File: config.mk
export PLATFORM = sky130hd
export DESIGN_NAME = ordered_unique_set_table
export DESIGN_NICKNAME = d
export VERILOG_FILES = /design/src/rtl/core/oust_pkg.sv /design/src/rtl/core/oust_ctrl.sv /design/src/rtl/core/oust_dp.sv /design/src/rtl/core/ordered_unique_set_table.sv
export SDC_FILE = /design/constraint.sdc
export NUM_CORES = 1
export LEC_CHECK = 0
export ABC_AREA = 1
export BUFFER_PORTS_ARGS = -buffer_cell sky130_fd_sc_hd__buf_2
export CELL_PAD_IN_SITES_DETAIL_PLACEMENT = 1
export CELL_PAD_IN_SITES_GLOBAL_PLACEMENT = 1
export CORE_ASPECT_RATIO = 1.5
export CORE_MARGIN = 5
export CORE_UTILIZATION = 40
export DETAILED_ROUTE_END_ITERATION = 8
export PLACE_DENSITY_LB_ADDON = 0.1
export SLEW_MARGIN = 20
export SYNTH_ARGS = -nofsm -noshare
export SYNTH_HDL_FRONTEND = slang
export SYNTH_SLANG_ARGS = --single-unit
export TNS_END_PERCENT = 10
File: constraint.sdc
create_clock -name clk -period 15.3 [get_ports clk]
set_input_delay 3.06 -clock clk [delete_from_list [all_inputs] [get_ports clk]]
set_output_delay 3.06 -clock clk [all_outputs]
set_load 0.01 [all_outputs]
File: src/rtl/core/oust_pkg.sv
// ----------------------------------------------------------------------------
// oust_pkg
// Shared types and codes for the ordered unique set table.
// ----------------------------------------------------------------------------
package oust_pkg;

  localparam int CMD_W   = 2;
  localparam int VALUE_W = 32;
  localparam int STAT_W  = 2;
  localparam int POS_W   = 4;
  localparam int COUNT_W = 5;

  // command codes; code three is a no-op
  localparam logic [CMD_W-1:0] CMD_ADD    = 2'd0;
  localparam logic [CMD_W-1:0] CMD_REMOVE = 2'd1;
  localparam logic [CMD_W-1:0] CMD_CHECK  = 2'd2;

  // status codes
  localparam logic [STAT_W-1:0] ST_DONE = 2'd0;
  localparam logic [STAT_W-1:0] ST_NONE = 2'd1;
  localparam logic [STAT_W-1:0] ST_FULL = 2'd2;

  typedef enum logic {
    S_IDLE,
    S_EXEC
  } state_t;

  // controller -> datapath
  typedef struct packed {
    logic load;   // capture the input word
    logic exec;   // search, update table, load result register
  } ctl_t;

  // datapath -> controller
  typedef struct packed {
    logic out_busy;  // result register full and not drained this cycle
  } dp_sts_t;

endpackage

File: src/rtl/core/oust_ctrl.sv
// ----------------------------------------------------------------------------
// oust_ctrl
// Two-state sequencer: capture a word, then execute it once the result
// register can take the answer.
// ----------------------------------------------------------------------------
module oust_ctrl (
  input  logic             clk,
  input  logic             rst,
  input  logic             in_valid,
  output logic             in_ready,
  input  oust_pkg::dp_sts_t sts,
  output oust_pkg::ctl_t    ctl
);
  import oust_pkg::*;

  state_t state;
  state_t state_next;

  always_ff @(posedge clk) begin
    if (rst) begin
      state <= S_IDLE;
    end else begin
      state <= state_next;
    end
  end

  always_comb begin
    state_next = state;
    ctl        = '0;
    in_ready   = 1'b0;
    unique case (state)
      S_IDLE: begin
        in_ready = 1'b1;
        if (in_valid) begin
          ctl.load   = 1'b1;
          state_next = S_EXEC;
        end
      end
      S_EXEC: begin
        if (!sts.out_busy) begin
          ctl.exec   = 1'b1;
          state_next = S_IDLE;
        end
      end
      default: begin
        state_next = S_IDLE;
      end
    endcase
  end

endmodule

File: src/rtl/core/oust_dp.sv
// ----------------------------------------------------------------------------
// oust_dp
// Entry row with per-cell compare, append and close-the-gap shift, plus the
// result register.
// ----------------------------------------------------------------------------
module oust_dp #(
  parameter int CAPACITY = 16
) (
  input  logic                                clk,
  input  logic                                rst,
  input  oust_pkg::ctl_t                       ctl,
  output oust_pkg::dp_sts_t                    sts,
  input  logic [oust_pkg::CMD_W-1:0]           command,
  input  logic signed [oust_pkg::VALUE_W-1:0]  value,
  output logic                                out_valid,
  input  logic                                out_ready,
  output logic [oust_pkg::STAT_W-1:0]          status,
  output logic                                found,
  output logic [oust_pkg::POS_W-1:0]           position,
  output logic [oust_pkg::COUNT_W-1:0]         count
);
  import oust_pkg::*;

  localparam int IW  = (CAPACITY > 1) ? $clog2(CAPACITY) : 1;
  localparam int CW  = $clog2(CAPACITY + 1);
  localparam int PXW = (IW > POS_W) ? IW : POS_W;
  localparam int CXW = (CW > COUNT_W) ? CW : COUNT_W;

  logic [CMD_W-1:0]   cmd_q;
  logic [VALUE_W-1:0] value_q;
  logic [VALUE_W-1:0] entries [CAPACITY];
  logic [CW-1:0]      entry_count;
  logic [CW-1:0]      entry_count_next;

  logic [CAPACITY-1:0] hit;
  logic [CAPACITY-1:0] app_sel;
  logic [CAPACITY-1:0] shift_sel;
  logic [IW-1:0]       idx;
  logic                hit_any;
  logic                full;
  logic                do_add;
  logic                do_rem;
  logic [STAT_W-1:0]   status_next;
  logic                found_next;
  logic [PXW-1:0]      pos_ext;
  logic [CXW-1:0]      cnt_ext;

  // capture the accepted word
  always_ff @(posedge clk) begin
    if (ctl.load) begin
      cmd_q   <= command;
      value_q <= value;
    end
  end

  // per-cell match and write selects
  for (genvar i = 0; i < CAPACITY; i++) begin : g_cell
    assign hit[i]       = (CW'(i) < entry_count) && (entries[i] == value_q);
    assign app_sel[i]   = (entry_count == CW'(i));
    assign shift_sel[i] = (IW'(i) >= idx);

    if (i < CAPACITY - 1) begin : g_shift
      always_ff @(posedge clk) begin
        if (ctl.exec && do_add && app_sel[i]) begin
          entries[i] <= value_q;
        end else if (ctl.exec && do_rem && shift_sel[i]) begin
          entries[i] <= entries[i+1];
        end
      end
    end else begin : g_last
      always_ff @(posedge clk) begin
        if (ctl.exec && do_add && app_sel[i]) begin
          entries[i] <= value_q;
        end
      end
    end
  end

  // values are unique, so at most one hit: OR-encode
  always_comb begin
    idx = '0;
    for (int i = 0; i < CAPACITY; i++) begin
      if (hit[i]) begin
        idx = idx | IW'(i);
      end
    end
  end

  assign hit_any = |hit;
  assign full    = (entry_count == CW'(CAPACITY));

  always_comb begin
    do_add           = 1'b0;
    do_rem           = 1'b0;
    found_next       = hit_any;
    status_next      = ST_NONE;
    entry_count_next = entry_count;
    unique case (cmd_q)
      CMD_ADD: begin
        if (hit_any) begin
          status_next = ST_NONE;
        end else if (full) begin
          status_next = ST_FULL;
        end else begin
          do_add           = 1'b1;
          status_next      = ST_DONE;
          entry_count_next = entry_count + CW'(1);
        end
      end
      CMD_REMOVE: begin
        if (hit_any) begin
          do_rem           = 1'b1;
          status_next      = ST_DONE;
          entry_count_next = entry_count - CW'(1);
        end
      end
      CMD_CHECK: begin
        status_next = hit_any ? ST_DONE : ST_NONE;
      end
      default: begin
        found_next = 1'b0;
      end
    endcase
  end

  assign pos_ext = found_next ? PXW'(idx) : '0;
  assign cnt_ext = CXW'(entry_count_next);

  always_ff @(posedge clk) begin
    if (rst) begin
      entry_count <= '0;
      out_valid   <= 1'b0;
    end else begin
      if (ctl.exec) begin
        entry_count <= entry_count_next;
        out_valid   <= 1'b1;
      end else if (out_ready) begin
        out_valid <= 1'b0;
      end
    end
  end

  always_ff @(posedge clk) begin
    if (ctl.exec) begin
      status   <= status_next;
      found    <= found_next;
      position <= pos_ext[POS_W-1:0];
      count    <= cnt_ext[COUNT_W-1:0];
    end
  end

  assign sts.out_busy = out_valid && !out_ready;

`ifndef SYNTH
  a_count_bound: assert property (@(posedge clk) disable iff (rst)
    entry_count <= CW'(CAPACITY))
    else $error("entry count above capacity");

  a_unique_hit: assert property (@(posedge clk) disable iff (rst)
    ctl.exec |-> $onehot0(hit))
    else $error("value stored more than once");

  a_add_grows: assert property (@(posedge clk) disable iff (rst)
    (ctl.exec && do_add) |=> (entry_count == $past(entry_count) + CW'(1)))
    else $error("append did not grow the table");

  a_no_overwrite: assert property (@(posedge clk) disable iff (rst)
    ctl.exec |-> !(out_valid && !out_ready))
    else $error("result register overwritten while held");
`endif

endmodule

File: src/rtl/core/ordered_unique_set_table.sv
// ----------------------------------------------------------------------------
// ordered_unique_set_table
// Bounded table of unique 32-bit values kept in insertion order.
// ----------------------------------------------------------------------------
// Usage:
//   Input channel (in_valid/in_ready) carries one word: command and value.
//   command: add appends an absent value, remove deletes a present value and
//   closes the gap, check looks the value up; code three does nothing.
//   Output channel (out_valid/out_ready) returns one word per input word:
//   status, found flag, position of the value and the entry count after
//   the operation.
// Timing:
//   A word is captured on acceptance; once the result register can take
//   the answer, every entry is compared in parallel, the table is updated
//   (append or one-step shift) and the result register loads. The
//   capture/execute sequencer takes no new word until the captured one
//   has executed; in_ready is low from acceptance until the word
//   executes, which waits while the result register is still held. A new
//   word is taken while a result still waits in the output register.
// Stall: if the receiver holds out_ready low, execution of the next word
//   waits until the pending result drains; no result is dropped.
// Reset: rst (synchronous) empties the table and clears out_valid.
// ----------------------------------------------------------------------------
module ordered_unique_set_table #(
  parameter int CAPACITY = 16
) (
  input  logic                                clk,
  input  logic                                rst,
  input  logic                                in_valid,
  output logic                                in_ready,
  input  logic [oust_pkg::CMD_W-1:0]           command,
  input  logic signed [oust_pkg::VALUE_W-1:0]  value,
  output logic                                out_valid,
  input  logic                                out_ready,
  output logic [oust_pkg::STAT_W-1:0]          status,
  output logic                                found,
  output logic [oust_pkg::POS_W-1:0]           position,
  output logic [oust_pkg::COUNT_W-1:0]         count
);
  import oust_pkg::*;

  ctl_t    ctl;
  dp_sts_t sts;

  // sequencer: capture, then execute
  oust_ctrl u_ctrl (
    .clk      (clk),
    .rst      (rst),
    .in_valid (in_valid),
    .in_ready (in_ready),
    .sts      (sts),
    .ctl      (ctl)
  );

  // entry row, compare/shift logic and result register
  oust_dp #(
    .CAPACITY (CAPACITY)
  ) u_dp (
    .clk       (clk),
    .rst       (rst),
    .ctl       (ctl),
    .sts       (sts),
    .command   (command),
    .value     (value),
    .out_valid (out_valid),
    .out_ready (out_ready),
    .status    (status),
    .found     (found),
    .position  (position),
    .count     (count)
  );

endmodule
==> impl_metrics.csv, run 1 <==
group,metric,value,unit
critical_path,critPathMaxFanout,55,
cts,numClockSinks,565,
route,drt_first_pass_iters,6,
critical_path,r2r_start,"u_dp.value_q[28]$_DFFE_PP_",
synth,ys_warn_count,0,
worst_hold_path,hold_start,"u_dp.out_valid$_SDFFE_PP0P_",
sta,slew_headroom,21.55,%
placement,dp.final_hpwl,126100,µm
floorplanning,core,0.08638,mm²
route,wl,175100,µm
sta,fmax,0.1437,GHz
critical_path,startpoint,"u_dp.value_q[28]$_DFFE_PP_",
floorplanning,io_pins,52,
critical_path,worstPathArrival,7.30,ns
sta,setup_violations,0,
critical_path,crit_path_max_incr_delay,0.83,ns
route,vias,32369,
synth,synth_seq_cells,565,
critical_path,end_kind,"register",
route,initialDrtViolationCount,3215,
worst_hold_path,hold_class,"reg2reg",
synth,synth_top_area_share,48.18,%
floorplanning,fp.dieH,371.1,µm
cts,h-tree-depth,2,
cts,cts_tree,"done",
cts,clock_latency,0.68,ns
power_and_ir_drop,peakVddDrop,0.09256,mV
global_routing,grt_max_degree,99,
synth,dominantRegCellSynth,"edfxtp_1",
run,drv_cap,0,
sta,period_share,45.48,%
synth,syn_area_per_cell,7.880,µm²
critical_path,start_kind,"register",
status,outcome,"complete, no violations",
cts,cts.clk_slew.worst_paths,0.06,ns
synth,synth_area_leaders,"edfxtp_1 48%, nand2_1 18%, nand3_1 5.2%",
sta,tightest_slew,1.177,ns
route,via_per_inst,5.799,
sta,skew,0.02501,ns
synth,synth_fp_nets,4459,
sta,min_period,6.958,ns
synth,synthCells,4413,
final_layout,num-fill-cells,10481,
critical_path,required,15.64,ns
cts,cts_buffer_depth,3,
final_layout,nets,4430,
global_routing,grt_use_total,36.46,%
sta,drv_slew,0,
cts,cts_root_buf,"clkbuf_16",
sta,rsz0062_at_grt,"false",
route,drc,0,
cts,hold_buffers,0,
global_routing,grt-ovfl-total,0,
synth,synth-edff-count,558,
cts,numCtsBuffers,60,
power_and_ir_drop,power,3628,µW
synth,synth_cell_type_count,51,
synth,async_reset_ff_share,0,%
global_routing,antenna_found_initial,10,
cts,post_cts_resized,0,
critical_path,critPathKind,"reg2reg",
critical_path,cpMostUsedCell,"nand2_1",
global_routing,grt_pass1_vias,32209,
power_and_ir_drop,power_leakage,0.01615,µW
critical_path,cpMaxStageDelayCell,"edfxtp_1",
final_layout,drive_above_1_share,7.402,%
placement,numPortBuffers,51,
sta,fin_setup_tns,0,ns
final_layout,final_cell_mix,"1695 x nand2_1, 558 x edfxtp_1, 374 x nor2_1",
sta,hold_violations,0,
sta,setup_slack,8.342,ns
floorplanning,die_w,250.7,µm
power_and_ir_drop,p_per_area,95.64,mW/mm²
floorplanning,initial_core_util,40.26,%
final_layout,area_growth,9.081,%
route,wl_per_cell,31.38,µm
placement,gp_congestion,1.066,
floorplanning,dieArea,0.09306,mm²
global_routing,grt_first_pass_wirelength,238900,µm
synth,yosysSeqAreaShare,48.59,%
route,ant_nets,0,
placement,place_ws,7.797,ns
synth,synth_top_cell_by_area,"edfxtp_1",
floorplanning,rows,132,
cts,postCtsSetupBuffers,0,
synth,syn_area,0.03477,mm²
final_layout,layout_commonest_cell,"nand2_1",
critical_path,path_cells,"buf_4 -> inv_1 -> nand2_1 -> nand2_1 -> nor2_1 -> nand2_1 -> nor2_1 -> nand3_1 -> nor2_1 -> nor2_1 -> nand2_1 -> nor2_4 -> nand2_8 -> nand4_4 -> inv_2 -> buf_4 -> nand2_2 -> nand2_1 -> buf_4",
[where the power goes]
part	switching [µW]	internal [µW]	total [µW]
Sequential	9.30	1710	1720
Clock	671	816	1490
Combinational	312	104	416
[critical path: cells and delay by family, from the launching register on]
kind	cells	cell delay [ns]
and+or+nand+nor	14	3.29
buffers and inverters	5	2.39
DFF	1	0.83
[routing by layer]
layer	global-route usage [%]	wire length (µm)	vias up
li1	-	-	14363
met1	40.37	61800	15894
met2	61.27	83230	1510
met3	5.940	11470	600
met4	30.46	18620	2
met5	0	13	-
[state kept, by name (all words and copies together) (netlist names)]
register          cells
u_dp.entries        512
u_dp.value_q         32
u_dp.count            5
u_dp.entry_count      5
u_dp.position         4
u_dp.cmd_q            2
u_dp.status           2
u_ctrl.state          1
u_dp.found            1
u_dp.out_valid        1
[area by class of cell]
type	count	area, µm²	share of cell area [%]
Sequential cell	565	16900	44.54
Multi-Input combinational cell	3283	15400	40.60
Clock buffer	71	1574	4.149
Tap cell	1139	1425	3.757
Inverter	320	1204	3.173
Timing Repair Buffer	154	1069	2.817
Clock inverter	38	335.3	0.8840
Antenna cell	12	30.03	0.07916
[final timing paths]
kind / to / slack (ns) / cells after the start
setup / recovery: u_dp.entries[1][11]$_DFFE_PP_ / 8.34 / 19
hold / removal: u_dp.out_valid$_SDFFE_PP0P_ / 0.50 / 2
setup reg to reg: u_dp.entries[1][11]$_DFFE_PP_ / 8.34 / 19
hold reg to reg: u_dp.out_valid$_SDFFE_PP0P_ / 0.50 / 2
[through the flow]
stage,area (µm²),std cells,utilization (%),hold WS (ns)
after CTS,37840,5568,43.81,0.5001
after global placement,35930,5459,41.60,0.4849
after floorplan,34770,4413,-,0.4206
after global routing,37920,5577,43.90,0.5399
after detailed placement,35930,5459,41.60,0.4927
final,37930,5582,43.91,0.5016
[logic make-up (layout without fill, tap and decap cells)]
logic type | count (synthesis) | in the layout | synth area share, %
adder cells (fa/ha/maj) | 8 | 8 | 0.2879
flip-flops | 565 | 565 | 48.59
AND/OR/NAND/NOR | 2697 | 2697 | 32.67
buffers and inverters | 565 | 583 | 7.365
XOR/XNOR | 250 | 250 | 6.297
AO/OA/AOI/OAI | 328 | 328 | 4.796
other | 0 | 12 | 0
[Yosys cell counts, types with 7 or more instances]
library cell and instances:
nand2_1 1697, edfxtp_1 558, nor2_1 375, nand3_1 358, inv_1 288, o21ai_0 180, xnor2_1 152, o21ai_1 127
nand4_1 99, buf_2 98, xor2_1 98, buf_4 65, nor3_1 47, clkbuf_1 36, buf_1 34, inv_2 30
nor3b_1 26, nand3b_1 14, a21oi_1 12, or2_1 11, nand2_2 10, buf_6 9, or2_2 9, ha_1 8
nand2b_1 8, dfxtp_1 7
Power figures use the tool's default switching activity.
==> run 2: changes to the inputs <==
--- a/config.mk
+++ b/config.mk
@@ -5,7 +5,7 @@
 export SDC_FILE = /design/constraint.sdc
 export NUM_CORES = 1
 export LEC_CHECK = 0
-export ABC_AREA = 1
+export ABC_AREA = 0
 export BUFFER_PORTS_ARGS = -buffer_cell sky130_fd_sc_hd__buf_2
 export CELL_PAD_IN_SITES_DETAIL_PLACEMENT = 1
 export CELL_PAD_IN_SITES_GLOBAL_PLACEMENT = 1
==> constraint.sdc (replaced) <==
create_clock -name clk -period 5.8 [get_ports clk]
set_input_delay 1.16 -clock clk [delete_from_list [all_inputs] [get_ports clk]]
set_output_delay 1.16 -clock clk [all_outputs]
set_load 0.01 [all_outputs]
==> run 2 against run 1 <==
Via count fell by 38%; sequential share of layout area rose by 1.8 points; combinational power increased by 130%; final area decreased by 3.8%; sequential cell count did not move; register-to-register slack lost 7.4 ns; total power grew to 2.6 times the previous value; utilization shrank 0.35 points; die area fell by 2.9%; critical path type unchanged; largest power group unchanged; highest routed layer unchanged.
==> impl_metrics.csv, run 2 <==
group,metric,value,unit
route,via_per_inst,5.632,
floorplanning,io_pins,52,
power_and_ir_drop,power_leakage,0.01244,µW
sta,hold_violations,0,
sta,slew_headroom,24.73,%
synth,ys_warn_count,0,
sta,drv_slew,0,
synth,synth-edff-count,558,
route,initialDrtViolationCount,1128,
global_routing,grt_use_total,24.36,%
final_layout,multiInputGateArea,0.01499,mm²
sta,period_share,83.49,%
synth,synthAdderAreaFrac,0.2967,%
final_layout,area_growth,8.170,%
cts,numCtsBuffers,60,
final_layout,drive_above_1_share,28.72,%
cts,numClockSinks,565,
sta,setup_violations,0,
cts,cts_buffer_depth,3,
critical_path,critPathKind,"reg2reg",
final_layout,antennaDiodeCount,0,
cts,postCtsSetupBuffers,0,
power_and_ir_drop,power,9314,µW
synth,synth_top_area_share,49.67,%
synth,synth_seq_cells,565,
critical_path,critPathMaxFanout,32,
synth,synthCells,2361,
critical_path,path_cells,"buf_12 -> xnor2_1 -> nand4_1 -> nor4_1 -> nand3_1 -> nand2_1 -> or3_1 -> or2_2 -> o211a_2 -> buf_4 -> mux2_2",
global_routing,grt-ovfl-total,0,
final_layout,final-seq-area,0.01690,mm²
floorplanning,dieArea,0.09037,mm²
critical_path,end_kind,"register",
floorplanning,initial_core_util,40.27,%
floorplanning,die_w,247.1,µm
synth,synth_top_family_by_area,"multiplexers",
critical_path,cpMaxStageDelayCell,"edfxtp_1",
final_layout,largest_register_ff_count,512,
status,outcome,"complete, no violations",
route,wl,111900,µm
route,ant_nets,0,
global_routing,grt_pass1_vias,21681,
critical_path,crit_path_max_incr_delay,1.06,ns
sta,fin_setup_tns,0,ns
synth,synth-simple-area-share,9.213,%
critical_path,required,6.20,ns
critical_path,start_kind,"register",
final_layout,final_cell_mix,"558 x edfxtp_1, 319 x mux2_4, 272 x xnor2_1",
synth,synthTopCellsByCount,"558 x edfxtp_1, 319 x mux2_4, 272 x xnor2_1, 242 x xor2_1, 117 x nor4_1",
route,wl_per_cell,31.54,µm
sta,rsz0062_at_grt,"false",
worst_hold_path,hold_class,"reg2reg",
synth,synth_fp_nets,2407,
final_layout,nets,2423,
sta,min_period,4.843,ns
final_layout,reg_top3,"u_dp.entries: 512 flops, u_dp.value_q: 32 flops",
global_routing,grt_max_degree,35,
synth,syn_area,0.03374,mm²
cts,clock_latency,0.66,ns
critical_path,worstPathArrival,5.25,ns
final_layout,num-fill-cells,8465,
final_layout,layout_commonest_cell,"edfxtp_1",
final_layout,regMostFlops,"u_dp.entries",
floorplanning,rows,130,
floorplanning,fp.dieH,365.7,µm
synth,synth-compound-area-share,1.758,%
cts,post_cts_resized,0,
power_and_ir_drop,p_per_area,255.2,mW/mm²
placement,gp_congestion,0.9217,
global_routing,antenna_found_initial,1,
run,drv_cap,0,
route,drc,0,
global_routing,grt_first_pass_wirelength,159300,µm
synth,async_reset_ff_share,0,%
placement,numPortBuffers,51,
synth,synth-xor-area-share,13.39,%
route,drt_first_pass_iters,5,
cts,cts.clk_slew.worst_paths,0.06,ns
synth,synth_area_leaders,"edfxtp_1 50%, mux2_4 14%, xnor2_1 7.1%",
synth,post-synth-top-count-cell,"edfxtp_1",
floorplanning,core,0.08377,mm²
cts,cts_root_buf,"clkbuf_16",
cts,hold_buffers,0,
route,vias,19989,
sta,tightest_slew,1.129,ns
synth,syn_area_per_cell,14.29,µm²
placement,dp.final_hpwl,81540,µm
synth,yosysSeqAreaShare,50.08,%
sta,skew,0.03884,ns
synth,dominantRegCellSynth,"edfxtp_1",
synth,synth_cell_type_count,86,
sta,fmax,0.2065,GHz
synth,muxShareOfSynthArea,19.66,%
synth,synth_top_cell_by_area,"edfxtp_1",
cts,cts_tree,"done",
cts,h-tree-depth,2,
power_and_ir_drop,peakVddDrop,0.2628,mV
-- run 2: changes by cell type in the layout (fill, tap and decap cells not counted), sizes merged, moves of 18 or more --
cell / previous run / this run
nor2: 386 / 45
or2: 23 / 5
nand3: 361 / 35
nor3b: 26 / 2
o21ai: 308 / 9
nor4: 5 / 121
mux2: 0 / 480
xor2: 98 / 243
nand2: 1709 / 56
xnor2: 152 / 272
inv: 321 / 11
-- run 2: worst max-delay path, delay by kind of cell, from the launching register on --
family / cells / cell delay (ns)
buffers and inverters: 2 / 0.77
AND/OR/NAND/NOR: 6 / 1.83
flip-flops: 1 / 1.06
multiplexers: 1 / 0.40
AO/OA/AOI/OAI: 1 / 0.23
XOR/XNOR: 1 / 0.23
-- run 2: final timing paths --
| path | slack (ns) | startpoint | to | cells after the start |
|---|---|---|---|---|
| worst min register to register | 0.56 | u_dp.out_valid$_SDFFE_PP0P_ | u_dp.out_valid$_SDFFE_PP0P_ | 2 |
| worst max-delay path | 0.96 | u_dp.value_q[19]$_DFFE_PP_ | u_dp.entries[3][65]$_DFFE_PP_ | 11 |
| worst max register to register | 0.96 | u_dp.value_q[19]$_DFFE_PP_ | u_dp.entries[3][65]$_DFFE_PP_ | 11 |
| worst min-delay path | 0.56 | u_dp.out_valid$_SDFFE_PP0P_ | u_dp.out_valid$_SDFFE_PP0P_ | 2 |
-- run 2: layout make-up --
class | instances | share of cell area (%)
Clock inverter | 29 | 0.5897
Clock buffer | 83 | 4.468
Inverter | 11 | 0.1131
Timing Repair Buffer | 154 | 3.607
Multi-Input combinational cell | 1585 | 41.08
Tap cell | 1122 | 3.847
Sequential cell | 565 | 46.30
-- run 2: cells by family after synthesis --
group	Yosys count
simple gates	509
compound gates	70
flops	565
mux	483
xor+xnor	515
fa+ha+maj	8
buf+inv	211
-- run 2: stage by stage --
step	cells	hold WS, ns	worst slack [ns]	utilization [%]	area [µm²]
finish	3549	0.5554	0.9574	43.56	36490
global route	3549	0.6027	0.7095	43.56	36490
CTS	3549	0.5734	0.8223	43.56	36490
detailed placement	3437	0.5633	0.8547	41.36	34650
global placement	3437	0.5193	0.8833	41.36	34650
floorplan	2361	0.4206	0.4485	-	33740
-- run 2: metal layers --
metal / vias to the layer above / track usage (%) / wire (µm)
li1: 8864 / - / -
met1: 10370 / 27.70 / 42990
met2: 500 / 44.91 / 58630
met3: 253 / 3.054 / 3715
met4: 2 / 11.89 / 6565
met5: - / 0 / 19
-- run 2: report_power, final --
| group | switching (µW) | leakage [µW] | internal (µW) | total (µW) |
|---|---|---|---|---|
| logic | 527 | 0.00646 | 417 | 944 |
| clock network | 1700 | 0.000889 | 2080 | 3780 |
| registers | 58.2 | 0.00510 | 4530 | 4590 |
